===== config.mk =====
export PLATFORM = sky130hd
export DESIGN_NAME = eafrm_front
export DESIGN_NICKNAME = d
export VERILOG_FILES = /design/src/hdl/eafrm_pkg.sv /design/src/hdl/eafrm_front.sv
export SDC_FILE = /design/constraint.sdc
export NUM_CORES = 2
export LEC_CHECK = 0
export BUFFER_PORTS_ARGS = -buffer_cell sky130_fd_sc_hd__buf_4
export CORE_ASPECT_RATIO = 0.5
export CORE_UTILIZATION = 30
export CTS_CLUSTER_DIAMETER = 100
export DETAILED_ROUTE_END_ITERATION = 12
export PLACE_DENSITY_LB_ADDON = 0.15
export SYNTH_ARGS = -nofsm -noshare
export SYNTH_HDL_FRONTEND = slang
export SYNTH_SLANG_ARGS = --single-unit

===== constraint.sdc =====
create_clock -name clk -period 156 [get_ports clk]
set_input_delay 31.2 -clock clk [delete_from_list [all_inputs] [get_ports clk]]
set_output_delay 31.2 -clock clk [all_outputs]
set_load 0.03 [all_outputs]

===== src/hdl/eafrm_pkg.sv =====
package eafrm_pkg;

  localparam int IN_W      = 16;
  localparam int THR_W     = 15;
  localparam int STAGES    = 16;
  localparam int CW        = 36;   // CORDIC x/y width: 17-bit operand << 16, growth
  localparam int ZW        = 34;   // binary angle, 2^32 per turn, plus headroom
  localparam int SQ_W      = 29;   // radicand width (one*one = 2^28)
  localparam int RT_W      = 15;   // root width
  localparam int SQ_STEPS  = 15;
  localparam int QDEPTH    = 2;
  localparam int LIM90     = 90 * 128;
  localparam int LIM180    = 180 * 128;

  typedef logic signed [CW-1:0] cw_t;
  typedef logic signed [ZW-1:0] zw_t;

  // classified item handed from front to back
  typedef struct packed {
    logic signed [16:0] py;   // pitch y (clamped m21)
    logic signed [16:0] px;   // pitch x (C)
    logic signed [16:0] ry;
    logic signed [16:0] rx;
    logic signed [16:0] yy;
    logic signed [16:0] yx;
    logic               lock;
  } job_t;

  function automatic logic [ZW-1:0] atan_entry(input int i);
    logic [ZW-1:0] t [0:31];
    t = '{34'd536870912, 34'd316933406, 34'd167458907, 34'd85004756, 34'd42667331,
          34'd21354465, 34'd10679838, 34'd5340245, 34'd2670163, 34'd1335087,
          34'd667544, 34'd333772, 34'd166886, 34'd83443, 34'd41722, 34'd20861,
          34'd10430, 34'd5215, 34'd2608, 34'd1304, 34'd652, 34'd326, 34'd163,
          34'd81, 34'd41, 34'd20, 34'd10, 34'd5, 34'd3, 34'd1, 34'd1, 34'd0};
    return t[i];
  endfunction

endpackage


===== src/hdl/eafrm_front.sv =====
// Clamp m21, take the integer square root of 1 - m21^2 one bit per stage,
// then decide the gimbal-lock branch. Pipelined, one item per cycle while out_ready does not stall it.
module eafrm_front (
  input  logic                      clk,
  input  logic                      rst,
  input  logic                      in_valid,
  output logic                      in_ready,
  input  logic [7*16-1:0]           in_data,
  input  logic [14:0]               thr,
  output logic                      out_valid,
  input  logic                      out_ready,
  output eafrm_pkg::job_t           out_job
);
  import eafrm_pkg::*;

  localparam int NS = SQ_STEPS + 2;

  logic              v   [0:NS-1];
  logic [SQ_W-1:0]   rem [0:NS-2];
  logic [SQ_W-1:0]   res [0:NS-2];
  job_t              jb  [0:NS-1];
  job_t              cls;
  logic              adv;
  logic [15:0]       in_m10_q [0:NS-2];
  logic [15:0]       in_m00_q [0:NS-2];

  assign adv      = !v[NS-1] || out_ready;
  assign in_ready = adv;

  // stage 0: clamp and square
  logic signed [15:0] e21;
  logic signed [16:0] c21;
  logic signed [33:0] sq;
  always_comb begin
    e21 = in_data[5*16 +: 16];
    if (e21 > 16'sd16384)       c21 = 17'sd16384;
    else if (e21 < -16'sd16384) c21 = -17'sd16384;
    else                        c21 = 17'(e21);
    sq = 34'(c21) * 34'(c21);
  end

  // classify: attach the root and pick the roll operands for the lock branch
  always_comb begin
    cls      = jb[NS-2];
    cls.px   = 17'(res[NS-2][RT_W-1:0]);
    cls.lock = !(res[NS-2][RT_W-1:0] > thr);
    if (cls.lock) begin
      cls.ry = -17'(signed'(in_m10_q[NS-2]));
      cls.rx = 17'(signed'(in_m00_q[NS-2]));
    end
  end

  always_ff @(posedge clk) begin
    if (rst) begin
      for (int i = 0; i < NS; i++) v[i] <= 1'b0;
    end else if (adv) begin
      v[0] <= in_valid;
      for (int i = 1; i < NS; i++) v[i] <= v[i-1];
    end
  end

  always_ff @(posedge clk) begin
    if (adv) begin
      rem[0]   <= SQ_W'(34'sd268435456 - sq);
      res[0]   <= '0;
      jb[0].py <= c21;
      jb[0].px <= '0;
      jb[0].ry <= -17'(signed'(in_data[4*16 +: 16]));
      jb[0].rx <= 17'(signed'(in_data[6*16 +: 16]));
      jb[0].yy <= -17'(signed'(in_data[1*16 +: 16]));
      jb[0].yx <= 17'(signed'(in_data[3*16 +: 16]));
      jb[0].lock <= 1'b0;
      // restoring square root, one result bit per stage
      for (int i = 1; i <= SQ_STEPS; i++) begin
        logic [SQ_W-1:0] b, t;
        b = SQ_W'(1) << (2 * (SQ_STEPS - i));
        t = res[i-1] + b;
        if (rem[i-1] >= t) begin
          rem[i] <= rem[i-1] - t;
          res[i] <= (res[i-1] >> 1) + b;
        end else begin
          rem[i] <= rem[i-1];
          res[i] <= res[i-1] >> 1;
        end
        jb[i] <= jb[i-1];
      end
      jb[NS-1] <= cls;
    end
  end

  // carry m10 and m00 along for the lock branch
  always_ff @(posedge clk) begin
    if (adv) begin
      in_m10_q[0] <= in_data[2*16 +: 16];
      in_m00_q[0] <= in_data[0 +: 16];
      for (int i = 1; i < NS-1; i++) begin
        in_m10_q[i] <= in_m10_q[i-1];
        in_m00_q[i] <= in_m00_q[i-1];
      end
    end
  end

  assign out_valid = v[NS-1];
  assign out_job   = jb[NS-1];
endmodule


==> metrics <==
fin crit share=0.4078; CTS tree=yes; simple-gate share of the synthesized area=0.04439; CP endpoint kind=output port; I/O Buffers=233; gp weighted congestion=0.8480; total gr overflow=0; FFs w/ async S/R, synth=0; Cell Area, Synth=94490 um^2; status=finished, final reports clean; Warnings, synthesis=0; Max Clk Rate=15.72 MHz; CTS max path bufs=4; clock skew=0.06446 ns; adder-cell share of the synthesized area=0.07829; io pins=~240; final hold vios=0; WL/cell=about 15 um; Post-layout nets=roughly 6100; largest family of logic cells by synthesized area=adder cells; global-route wire length before repair=between 200000 and 250000 um; worst hold slack=about 0.36 ns; post-synthesis compound-gate area fraction=0.02926; Least-Margin Pin Slew=about 1.2 ns; layout cell share with drive strength beyond 1=0.1199; filler cell count in the final layout=between 20000 and 30000; Final Critical Period=63.62 ns; min-delay worst type=reg -> reg; DRC errors left=0; Setup-failing EPs final=0; worst vdd ir=between 0.02 and 0.025 mV; Ant. Diodes=0; Resized cells post-CTS=0; largest net degree at the start of global routing=between 150 and 200; layout overhead on the synthesized area=14.56%; Post-Syn Area per Cell=between 15 and 20 um^2; max-slew violations=0; vias in the first global route=between 40000 and 50000; RSZ-0062 raised after global routing=no; CP Data Required Time=around 120 ns; hold_buf cts=0; Routed Antenna Nets=0; Tot GR Track Use=0.09358; # rows=145; Post-Route Utilization=0.3461; xor and xnor area share after synthesis=0.02178; Die ar.=~320000 um^2; Synth Flop Type=edfxtp_1; Die X=795.7 um; FF+latch count, synth=2478; initial cell density of the core=0.3021; via count=about 41000; setup bufs post-CTS=0; CTS clock-pin slew for the worst setup and hold paths=~0.07 ns; max_cap viols=0; setup_tns=0 ns; CP Class=in -> out; Pwr Density=~19 nW/um^2; mux share of post-synthesis cell area=0.005893; register area=between 70000 and 80000 um^2; footprint of the multi-input gates=17010 um^2; initial antenna violation count=1; post-synth cell types=84; clk_lat worst skew=around 0.89 ns; via density per instance=4.141; Root Driver=clkbuf_16; Die Y-Extent=398.8 um; Worst Path Max Fanout=100; length of the first detailed-routing pass in iterations=5; Inst Count DP=about 9500; Pleak=~41 nW; Arrival @ worst endpoint=around 32 ns; final std cells w/o fill=just under 10000; DR iter-0 viols=2734; startpoint types=primary input; Post-synth EDFFs=around 2500; CTS Buf Count=between 200 and 250; H-tree levels=4; core area=roughly 310000 um^2; Slew headroom=0.2112; cells after synthesis=between 5000 and 6000; final WL=~150000 um; sequential-to-total area share from yosys stat=0.7875; Final HPWL DP=approximately 96000 um; clock sink count=2478
[cell families after synthesis]
family,after synthesis
xor+xnor,235
flops,2478
other cells,2
simple gates,811
mux,49
compound gates,428
fa+ha+maj,461
buf+inv,716
[routing by layer]
layer  vias up  part of all wire  track usage
met5         -          0.000086            0
met4         2             0.030      0.03119
met3       304             0.041      0.02117
met2       534              0.50       0.1641
met1     20484              0.43       0.1144
li1      19679                 -            -
[state kept, by name, indices dropped and copies added (netlist names)]
| signal | flops |
|---|---|
| v | 17 |
| in_m10_q | 256 |
| jb | 1409 |
| rem | 420 |
| res | 120 |
| in_m00_q | 256 |
[per-stage QoR]
step	total power, W	setup WS, ns	instance area, um^2
3_3_place_gp	0.001506	92.38	100800
4_1_cts	0.002089	92.36	108200
3_5_place_dp	0.001519	92.36	100800
5_1_grt	0.002194	92.30	108200
6_report	0.002051	92.38	108200
2_1_floorplan	0.001356	55.75	94490
[worst paths after layout]
| path | depth (start not counted) | start | slack, ns | end |
|---|---|---|---|---|
| max | 5 | out_ready | 92.38 | in_ready |
| min | 0 | jb[0][1258]$_DFFE_PN_ | 0.36 | jb[0][1361]$_DFFE_PN_ |
| max reg2reg | 8 | v[0][16]$_SDFFCE_PN0P_ | 149.91 | rem[0][25]$_DFFE_PN_ |
| min reg2reg | 0 | jb[0][1258]$_DFFE_PN_ | 0.36 | jb[0][1361]$_DFFE_PN_ |
[report_power, final]
group          leakage [nW]  switching (W)  internal [W]  total, W
registers              26.3      0.0000542      0.000878  0.000932
clock network          3.61       0.000245      0.000310  0.000555
logic                  11.3       0.000319      0.000245  0.000564
[synthesized netlist by cell type, drive strengths merged (4+ instances only)]
library cell	n	area share
nand4	30	0.0020
ha	244	0.032
or2	9	0.00060
xnor2	150	0.014
and2	63	0.0042
o221ai	4	0.00037
nand3	32	0.0017
a31oi	9	0.00060
nand3b	8	0.00064
buf	113	0.0088
o21a	43	0.0034
or3	22	0.0015
a211oi	16	0.0013
or4	11	0.00091
a211o	5	0.00046
and3	30	0.0020
inv	555	0.022
nor4	72	0.0048
o31ai	24	0.0019
a21o	49	0.0039
nor2	148	0.0059
fa	217	0.046
a21boi	8	0.00064
xor2	85	0.0079
nand2	220	0.0087
nor3	61	0.0033
o21bai	8	0.00064
mux2	47	0.0057
clkbuf	46	0.0018
and4b	4	0.00042
nand4b	4	0.00037
edfxtp	2478	0.79
nor2b	37	0.0024
o21ai	108	0.0057
nand2b	31	0.0021
nor3b	4	0.00037
o41ai	4	0.00045
a31o	5	0.00046
o211ai	4	0.00032
or4b	5	0.00053
nor4b	16	0.0015
a21oi	105	0.0056
[cell usage in the layout, fill, tap and decap left out, types with 31 or more instances in the layout]
cell,Yosys,layout
ha_1,244,244
edfxtp_1,2478,2478
buf_4,103,266
nor3_1,60,60
xnor2_1,150,150
nand3_1,32,32
o21ai_0,104,104
nor4_1,71,70
inv_1,553,552
o21a_1,43,43
xor2_1,85,85
fa_1,217,217
nand2_1,220,220
clkinv_1,2,55
nor2b_1,37,36
clkinv_2,0,44
a21o_1,49,49
clkbuf_16,0,235
nand2b_1,31,31
mux2_2,44,44
and2_1,63,63
a21oi_1,105,105
nor2_1,147,147
clkbuf_1,46,33
[critical path, cell delays in order]
cell	delay (ns)
buf_4	0.10
nor2b_4	0.04
buf_4	0.18
inv_8	0.43
buf_4	0.29
[final cells by class]
cell class | instances | area share
timing repair buffer | 269 | 0.01900
tap | 4189 | 0.04842
multi-input combinational | 1987 | 0.1571
sequential | 2478 | 0.6874
clock inverter | 154 | 0.01310
inverter | 557 | 0.01945
clock buffer | 268 | 0.05547
Power figures use the tool's default switching activity.
