## config.mk

```make
export PLATFORM = sky130hd
export DESIGN_NAME = eafrm_queue
export DESIGN_NICKNAME = d
export VERILOG_FILES = /design/src/hdl/eafrm_pkg.sv /design/src/hdl/eafrm_queue.sv
export SDC_FILE = /design/constraint.sdc
export NUM_CORES = 1
export LEC_CHECK = 0
export BUFFER_PORTS_ARGS = -buffer_cell sky130_fd_sc_hd__buf_4
export CORE_MARGIN = 2
export CORE_UTILIZATION = 50
export CTS_CLUSTER_DIAMETER = 150
export CTS_CLUSTER_SIZE = 20
export DETAILED_ROUTE_END_ITERATION = 10
export GPL_TIMING_DRIVEN = 1
export HOLD_SLACK_MARGIN = 0.02
export PLACE_DENSITY = 0.77
export SYNTH_ARGS = -nofsm -noshare
export SYNTH_HDL_FRONTEND = slang
export SYNTH_SLANG_ARGS = --single-unit
```

## constraint.sdc

```tcl
create_clock -name clk -period 17.01 [get_ports clk]
set_input_delay 1.701 -clock clk [delete_from_list [all_inputs] [get_ports clk]]
set_output_delay 1.701 -clock clk [all_outputs]
set_load 0.005 [all_outputs]
```

## src/hdl/eafrm_pkg.sv

```systemverilog
package eafrm_pkg;

  localparam int IN_W      = 16;
  localparam int THR_W     = 15;
  localparam int STAGES    = 16;
  localparam int CW        = 36;   // CORDIC x/y width: 17-bit operand << 16, growth
  localparam int ZW        = 34;   // binary angle, 2^32 per turn, plus headroom
  localparam int SQ_W      = 29;   // radicand width (one*one = 2^28)
  localparam int RT_W      = 15;   // root width
  localparam int SQ_STEPS  = 15;
  localparam int QDEPTH    = 2;
  localparam int LIM90     = 90 * 128;
  localparam int LIM180    = 180 * 128;

  typedef logic signed [CW-1:0] cw_t;
  typedef logic signed [ZW-1:0] zw_t;

  // classified item handed from front to back
  typedef struct packed {
    logic signed [16:0] py;   // pitch y (clamped m21)
    logic signed [16:0] px;   // pitch x (C)
    logic signed [16:0] ry;
    logic signed [16:0] rx;
    logic signed [16:0] yy;
    logic signed [16:0] yx;
    logic               lock;
  } job_t;

  function automatic logic [ZW-1:0] atan_entry(input int i);
    logic [ZW-1:0] t [0:31];
    t = '{34'd536870912, 34'd316933406, 34'd167458907, 34'd85004756, 34'd42667331,
          34'd21354465, 34'd10679838, 34'd5340245, 34'd2670163, 34'd1335087,
          34'd667544, 34'd333772, 34'd166886, 34'd83443, 34'd41722, 34'd20861,
          34'd10430, 34'd5215, 34'd2608, 34'd1304, 34'd652, 34'd326, 34'd163,
          34'd81, 34'd41, 34'd20, 34'd10, 34'd5, 34'd3, 34'd1, 34'd1, 34'd0};
    return t[i];
  endfunction

endpackage

```

## src/hdl/eafrm_queue.sv

```systemverilog
// Two-entry queue that parts the front from the back.
module eafrm_queue (
  input  logic            clk,
  input  logic            rst,
  input  logic            in_valid,
  output logic            in_ready,
  input  eafrm_pkg::job_t in_job,
  output logic            out_valid,
  input  logic            out_ready,
  output eafrm_pkg::job_t out_job
);
  import eafrm_pkg::*;

  job_t       mem [0:QDEPTH-1];
  logic       wp, rp;
  logic [1:0] cnt;
  logic       wr, rd;

  assign in_ready  = cnt != 2'(QDEPTH);
  assign out_valid = cnt != 2'd0;
  assign out_job   = mem[rp];
  assign wr        = in_valid && in_ready;
  assign rd        = out_valid && out_ready;

  always_ff @(posedge clk) begin
    if (rst) begin
      wp <= 1'b0; rp <= 1'b0; cnt <= '0;
    end else begin
      if (wr) wp <= ~wp;
      if (rd) rp <= ~rp;
      cnt <= cnt + 2'(wr) - 2'(rd);
    end
  end

  always_ff @(posedge clk) begin
    if (wr) mem[wp] <= in_job;
  end
endmodule

```

==> flow_metrics.py, run 1 <==
metrics = {
    "worst_setup_path": {
        "crit_buf_inv": 2,
        "cp.required_ns": 15.31,
        "max_stage_delay_ns": 0.79,
        "critPathMostFrequentCell": "buf_4",
        "crit_path_max_fanout": 72,
        "slowest_stage": "buf_4",
        "worstPathCellList": "buf_4 -> mux2_2 -> buf_4",
        "cp-end-kind": "output pin",
        "crit_type": "reg -> out",
        "start_kind": "register",
        "path_delay_family": "buffers and inverters",
        "arrival_ns": 2.53,
    },
    "final_layout": {
        "utilization": 0.652,
        "num-fill-cells": 1049,
        "nets": 672,
        "antennaDiodeCount": 0,
        "area_growth_syn_to_layout_pct": 28.1,
        "fin_cells": 755,
        "drive_gt1_frac": 0.596,
    },
    "timing": {
        "timing.final.crit_share": 0.248,
        "fmax_ghz": 0.237,
        "finClkSkew_ns": 0.0129,
        "rsz0062_at_grt": "false",
        "tightest_slew_ns": 0.981,
        "hold_violations": 0,
        "setup_violations": 0,
        "slew_violations": 0,
        "period_needed_ns": 4.23,
        "slew_headroom": 0.346,
        "tns_ns": 0,
    },
    "synth": {
        "ys_seq_area_frac": 0.819,
        "synthesis.nets": 453,
        "ys_ff_latch": 211,
        "synthCells": 344,
        "netlist_area_mm2": 0.00767,
        "synth.distinct_cells": 17,
        "synth_warnings": 0,
        "synth_area_per_cell_um2": 22.3,
    },
    "clocking": {
        "htreeDepth": 1,
        "clk_pin_slew_ns": 0.08,
        "clk_latency_ns": 0.46,
        "postCtsHoldBufs": 0,
        "cts_resized": 0,
        "clock_path_buffers": 3,
        "cts_made_buffers": 14,
        "cts_tree": "built",
        "clock_sinks": 211,
        "clockRootBuffer": "clkbuf_16",
        "cts_setup_buffers": 0,
    },
    "global_route": {
        "grt_max_degree": 74,
        "antenna_found_initial": 0,
        "grt_pass1_vias": 4082,
        "grt_usage": 0.164,
        "grt.overflow.total": 0,
        "grt_pass1_wl_mm": 20.8,
    },
    "route": {
        "dr.max_layer_used": "met4",
        "routedWlPerCell_um": 18.2,
        "via_count": 3868,
        "dr_wl_met3_mm": 1.17,
        "wl_met1_mm": 5.51,
        "viasPerCell": 5.12,
        "first_pass_iters": 4,
        "drt_iter0_drc": 205,
        "ant_nets": 0,
        "totalWireLength_mm": 13.7,
        "drc": 0,
        "wl_met2_mm": 6.64,
    },
    "placed_design": {
        "place_congestion": 0.715,
        "place_inst": 735,
        "dp_hpwl_mm": 9.01,
        "io_buffer_count": 211,
    },
    "floorplan": {
        "start_util": 0.509,
        "coreArea_mm2": 0.0151,
        "row_count": 45,
        "dieWidth_um": 128,
        "ioPinCount": 212,
        "die-area_mm2": 0.0164,
        "fp.dieH_um": 128,
    },
    "pwr": {
        "ir_drop_mv": 0.0897,
        "p_leak_nw": 3.64,
        "p_per_area_mw_per_mm2": 135,
        "total_power_mw": 1.33,
    },
    "status": {
        "status": "completed",
    },
    "hold_path": {
        "hold_path.class": "reg -> reg",
    },
    "flow_run": {
        "cap_violations": 0,
    },
}
[power breakdown]
group | leakage (nW) | switching [mW] | internal (mW)
clock | 0.196 | 0.157 | 0.162
combinational | 1.47 | 0.140 | 0.189
sequential | 1.97 | 0.0244 | 0.653
total | 3.64 | 0.321 | 1.00
[tightest hold or removal path, cell delays in order (launching register included)]
cell,delay [ns]
dfxtp_1,0.34
xnor2_1,0.08
nor2_1,0.07
[cells in the mapped netlist, drive strengths merged]
| cell type | n | share of area |
|---|---|---|
| inv | 1 | 0.00049 |
| or2 | 1 | 0.00082 |
| ha | 2 | 0.0033 |
| nor2 | 5 | 0.0024 |
| nor2b | 2 | 0.0016 |
| o21a | 1 | 0.00098 |
| nand2b | 1 | 0.00082 |
| nand2 | 1 | 0.00049 |
| xor2 | 1 | 0.0011 |
| buf | 11 | 0.013 |
| xnor2 | 2 | 0.0023 |
| and3 | 1 | 0.00082 |
| edfxtp | 206 | 0.81 |
| mux2 | 104 | 0.15 |
| dfxtp | 5 | 0.013 |
[worst paths after layout]
check,startpoint,to,slack (ns),cells past startpoint
max,register,out_job[32],12.78,3
min,rp,register,0.52,2
max reg2reg,cnt[0],mem[0][57],14.27,4
min reg2reg,rp,register,0.52,2
[kinds of logic after synthesis]
group | Yosys count | share of synthesized area
flip-flops | 211 | 0.819
multiplexers | 104 | 0.153
buffers and inverters | 12 | 0.0137
AND/OR/NAND/NOR | 11 | 0.00701
XOR/XNOR | 3 | 0.00342
adder cells (fa/ha/maj) | 2 | 0.00326
AO/OA/AOI/OAI | 1 | 0.000979
[per-stage QoR]
stage | hold slack, ns | setup WS [ns] | area, um2
3_5_place_dp | 0.508 | 13.02 | 9430
5_1_grt | 0.594 | 12.63 | 9830
3_3_place_gp | 0.493 | 13.09 | 9430
6_report | 0.522 | 12.78 | 9830
2_1_floorplan | 0.481 | 10.37 | 7670
4_1_cts | 0.528 | 12.74 | 9830
[layout by cell type, fill, tap and decap left out]
cell type,netlist,final
xnor2_1,2,2
o21a_1,1,1
clkbuf_1,0,4
clkbuf_16,0,15
edfxtp_1,206,206
nor2b_1,2,2
and3_4,0,1
inv_8,0,1
nor2_1,5,4
xor2_1,1,1
ha_1,2,2
dfxtp_1,5,4
nand2_1,1,1
buf_4,1,214
nand2b_1,1,1
nor2_4,0,1
inv_1,1,1
mux2_2,104,104
dfxtp_4,0,1
or2_2,1,1
[final cells by class]
type                       instances  area (um2)  share of cell area
timing repair buffer             214        1610               0.163
multi-input combinational        121        1300               0.132
clock inverter                     1        11.3             0.00115
sequential                       211        6290               0.640
clock buffer                      19         390              0.0397
inverter                           1        3.75            0.000382
tap                              188         235              0.0239
[registers in the layout, summed over array words and instances (netlist names), named ones only]
name,cells
rp,1
cnt,2
wp,1
mem,206
[metal layers]
layer  GRT usage  vias to the layer above
li1            -                     1792
met1       0.203                     1887
met2       0.278                      157
met3      0.0509                       32
met4      0.0491                        0
met5           0                        -
(Power assumes the default switching activity.)
==> run 2: changes to the inputs <==
--- a/config.mk
+++ b/config.mk
@@ -7,13 +7,13 @@
 export LEC_CHECK = 0
 export BUFFER_PORTS_ARGS = -buffer_cell sky130_fd_sc_hd__buf_4
 export CORE_MARGIN = 2
-export CORE_UTILIZATION = 50
+export CORE_UTILIZATION = 47
 export CTS_CLUSTER_DIAMETER = 150
 export CTS_CLUSTER_SIZE = 20
 export DETAILED_ROUTE_END_ITERATION = 10
 export GPL_TIMING_DRIVEN = 1
 export HOLD_SLACK_MARGIN = 0.02
-export PLACE_DENSITY = 0.77
+export PLACE_DENSITY = 0.76
 export SYNTH_ARGS = -nofsm -noshare
 export SYNTH_HDL_FRONTEND = slang
 export SYNTH_SLANG_ARGS = --single-unit
==> constraint.sdc (replaced) <==
create_clock -name clk -period 3.69 [get_ports clk]
set_input_delay 0.369 -clock clk [delete_from_list [all_inputs] [get_ports clk]]
set_output_delay 0.369 -clock clk [all_outputs]
set_load 0.005 [all_outputs]
==> flow_metrics.py, run 2 (synthesis gave the netlist of run 1 again) <==
metrics = {
    "hold_path": {
        "hold_path.class": "in -> reg",
        "hold_start": "in_job[90]",
    },
    "worst_setup_path": {
        "crit_buf_inv": 2,
        "cp.required_ns": 3.32,
        "slowest_stage": "dfxtp_4",
        "crit_type": "reg -> out",
        "cp-end-kind": "output pin",
        "r2r_start": "cnt[0]",
        "arrival_ns": 2.20,
        "start_kind": "register",
        "max_stage_delay_ns": 0.78,
        "crit_path_max_fanout": 56,
        "path_delay_family": "flip-flops",
        "worstPathCellList": "buf_12 -> mux2_2 -> buf_4",
    },
    "final_layout": {
        "antennaDiodeCount": 0,
        "reg_top3": "mem x206, cnt x2",
        "num-fill-cells": 1165,
        "final_common_cell": "buf_4",
        "area_growth_syn_to_layout_pct": 29.2,
        "largest_reg_flops": 206,
        "fin_cells": 788,
        "drive_gt1_frac": 0.593,
        "multi_input_area_mm2": 0.00130,
        "fin_area_mm2": 0.00992,
        "seqCellArea_mm2": 0.00629,
        "nets": 673,
        "regMostFlops": "mem",
        "final_cell_mix": "buf_4, edfxtp_1, mux2_2, clkbuf_16, clkbuf_1",
    },
    "floorplan": {
        "coreArea_mm2": 0.0159,
        "ioPinCount": 212,
        "dieWidth_um": 132,
        "start_util": 0.481,
        "die-area_mm2": 0.0174,
        "fp.dieH_um": 132,
        "row_count": 46,
    },
    "route": {
        "totalWireLength_mm": 14.2,
        "viasPerCell": 4.93,
        "via_count": 3887,
        "first_pass_iters": 5,
        "drc": 0,
        "ant_nets": 0,
        "routedWlPerCell_um": 18.0,
        "drt_iter0_drc": 246,
    },
    "clocking": {
        "cts_tree": "built",
        "clk_latency_ns": 0.46,
        "clock_sinks": 211,
        "cts_setup_buffers": 0,
        "cts_resized": 0,
        "postCtsHoldBufs": 0,
        "clock_path_buffers": 3,
        "htreeDepth": 1,
        "clk_pin_slew_ns": 0.08,
        "clockRootBuffer": "clkbuf_16",
        "cts_made_buffers": 14,
    },
    "pwr": {
        "ir_drop_mv": 0.414,
        "pwr-share-comb": 0.246,
        "p_leak_nw": 3.65,
        "intPower_mw": 4.66,
        "swShare": 0.242,
        "pwr-share-clk": 0.241,
        "p_sw_mw": 1.49,
        "pwr-share-seq": 0.513,
        "p_per_area_mw_per_mm2": 620,
    },
    "timing": {
        "layout_setup_ws_ns": 1.12,
        "setup_violations": 0,
        "whs_ns": 0.0846,
        "slew_violations": 0,
        "finClkSkew_ns": 0.0152,
        "hold_violations": 0,
        "fmax_ghz": 0.389,
        "period_needed_ns": 2.57,
        "rsz0062_at_grt": "false",
        "timing.final.crit_share": 0.697,
        "tightest_slew_ns": 0.752,
        "slew_headroom": 0.499,
        "tns_ns": 0,
    },
    "global_route": {
        "grt_usage": 0.158,
        "antenna_found_initial": 0,
        "grt_pass1_wl_mm": 21.6,
        "grt.overflow.total": 0,
        "grt_pass1_vias": 4058,
        "grt_max_degree": 57,
    },
    "placed_design": {
        "io_buffer_count": 211,
        "dp_hpwl_mm": 9.38,
        "place_area_mm2": 0.00950,
        "pre_cts_slack_ns": 1.59,
        "place_congestion": 0.722,
        "place_inst": 764,
    },
    "flow_run": {
        "cap_violations": 0,
    },
    "status": {
        "status": "completed",
    },
}
-- run 2: cell types whose count changed in the layout (fill, tap and decap cells not counted) --
cell | previous run | this run
clkbuf_1 | 4 | 8
buf_12 | 0 | 2
buf_4 | 214 | 213
-- run 2: worst register-to-register path: stages (launching register included) --
cell      delay [ns]
dfxtp_1         0.37
nand2b_1        0.17
and3_4          0.69
buf_12          0.40
-- run 2: path summary, 6_finish.rpt --
kind	cells after the start	slack, ns	end
min	1	0.08	mem[1][90]
min reg2reg	2	0.52	register
max reg2reg	3	1.69	mem[1][29]
max	3	1.12	out_job[47]
-- run 2: cell type report --
type | count | share of cell area
Sequential cell | 211 | 0.634
Inverter | 1 | 0.000379
Tap cell | 216 | 0.0273
Timing Repair Buffer | 215 | 0.165
Multi-Input combinational cell | 121 | 0.131
Clock buffer | 23 | 0.0409
Clock inverter | 1 | 0.00114
-- run 2: layer usage --
metal	up-vias	wire length, um	global-route usage
li1	1793	-	-
met4	0	207	0.0399
met2	166	7100	0.270
met3	17	1120	0.0450
met5	-	0	0
met1	1911	5750	0.200
-- run 2: per-stage QoR --
stage,total power [mW],utilization
floorplan,3.96,-
global placement,4.70,0.596
detailed placement,4.74,0.596
CTS,6.23,0.622
global route,6.43,0.622
finish,6.14,0.622
-- run 2: power groups by stage --
stage	Combinational [mW]	Sequential, mW	Clock [mW]
after detailed placement	1.53	3.21	0
after global routing	1.62	3.19	1.62
after global placement	1.51	3.19	0
after floorplan	0.835	3.13	0
final	1.51	3.15	1.48
after CTS	1.54	3.16	1.54
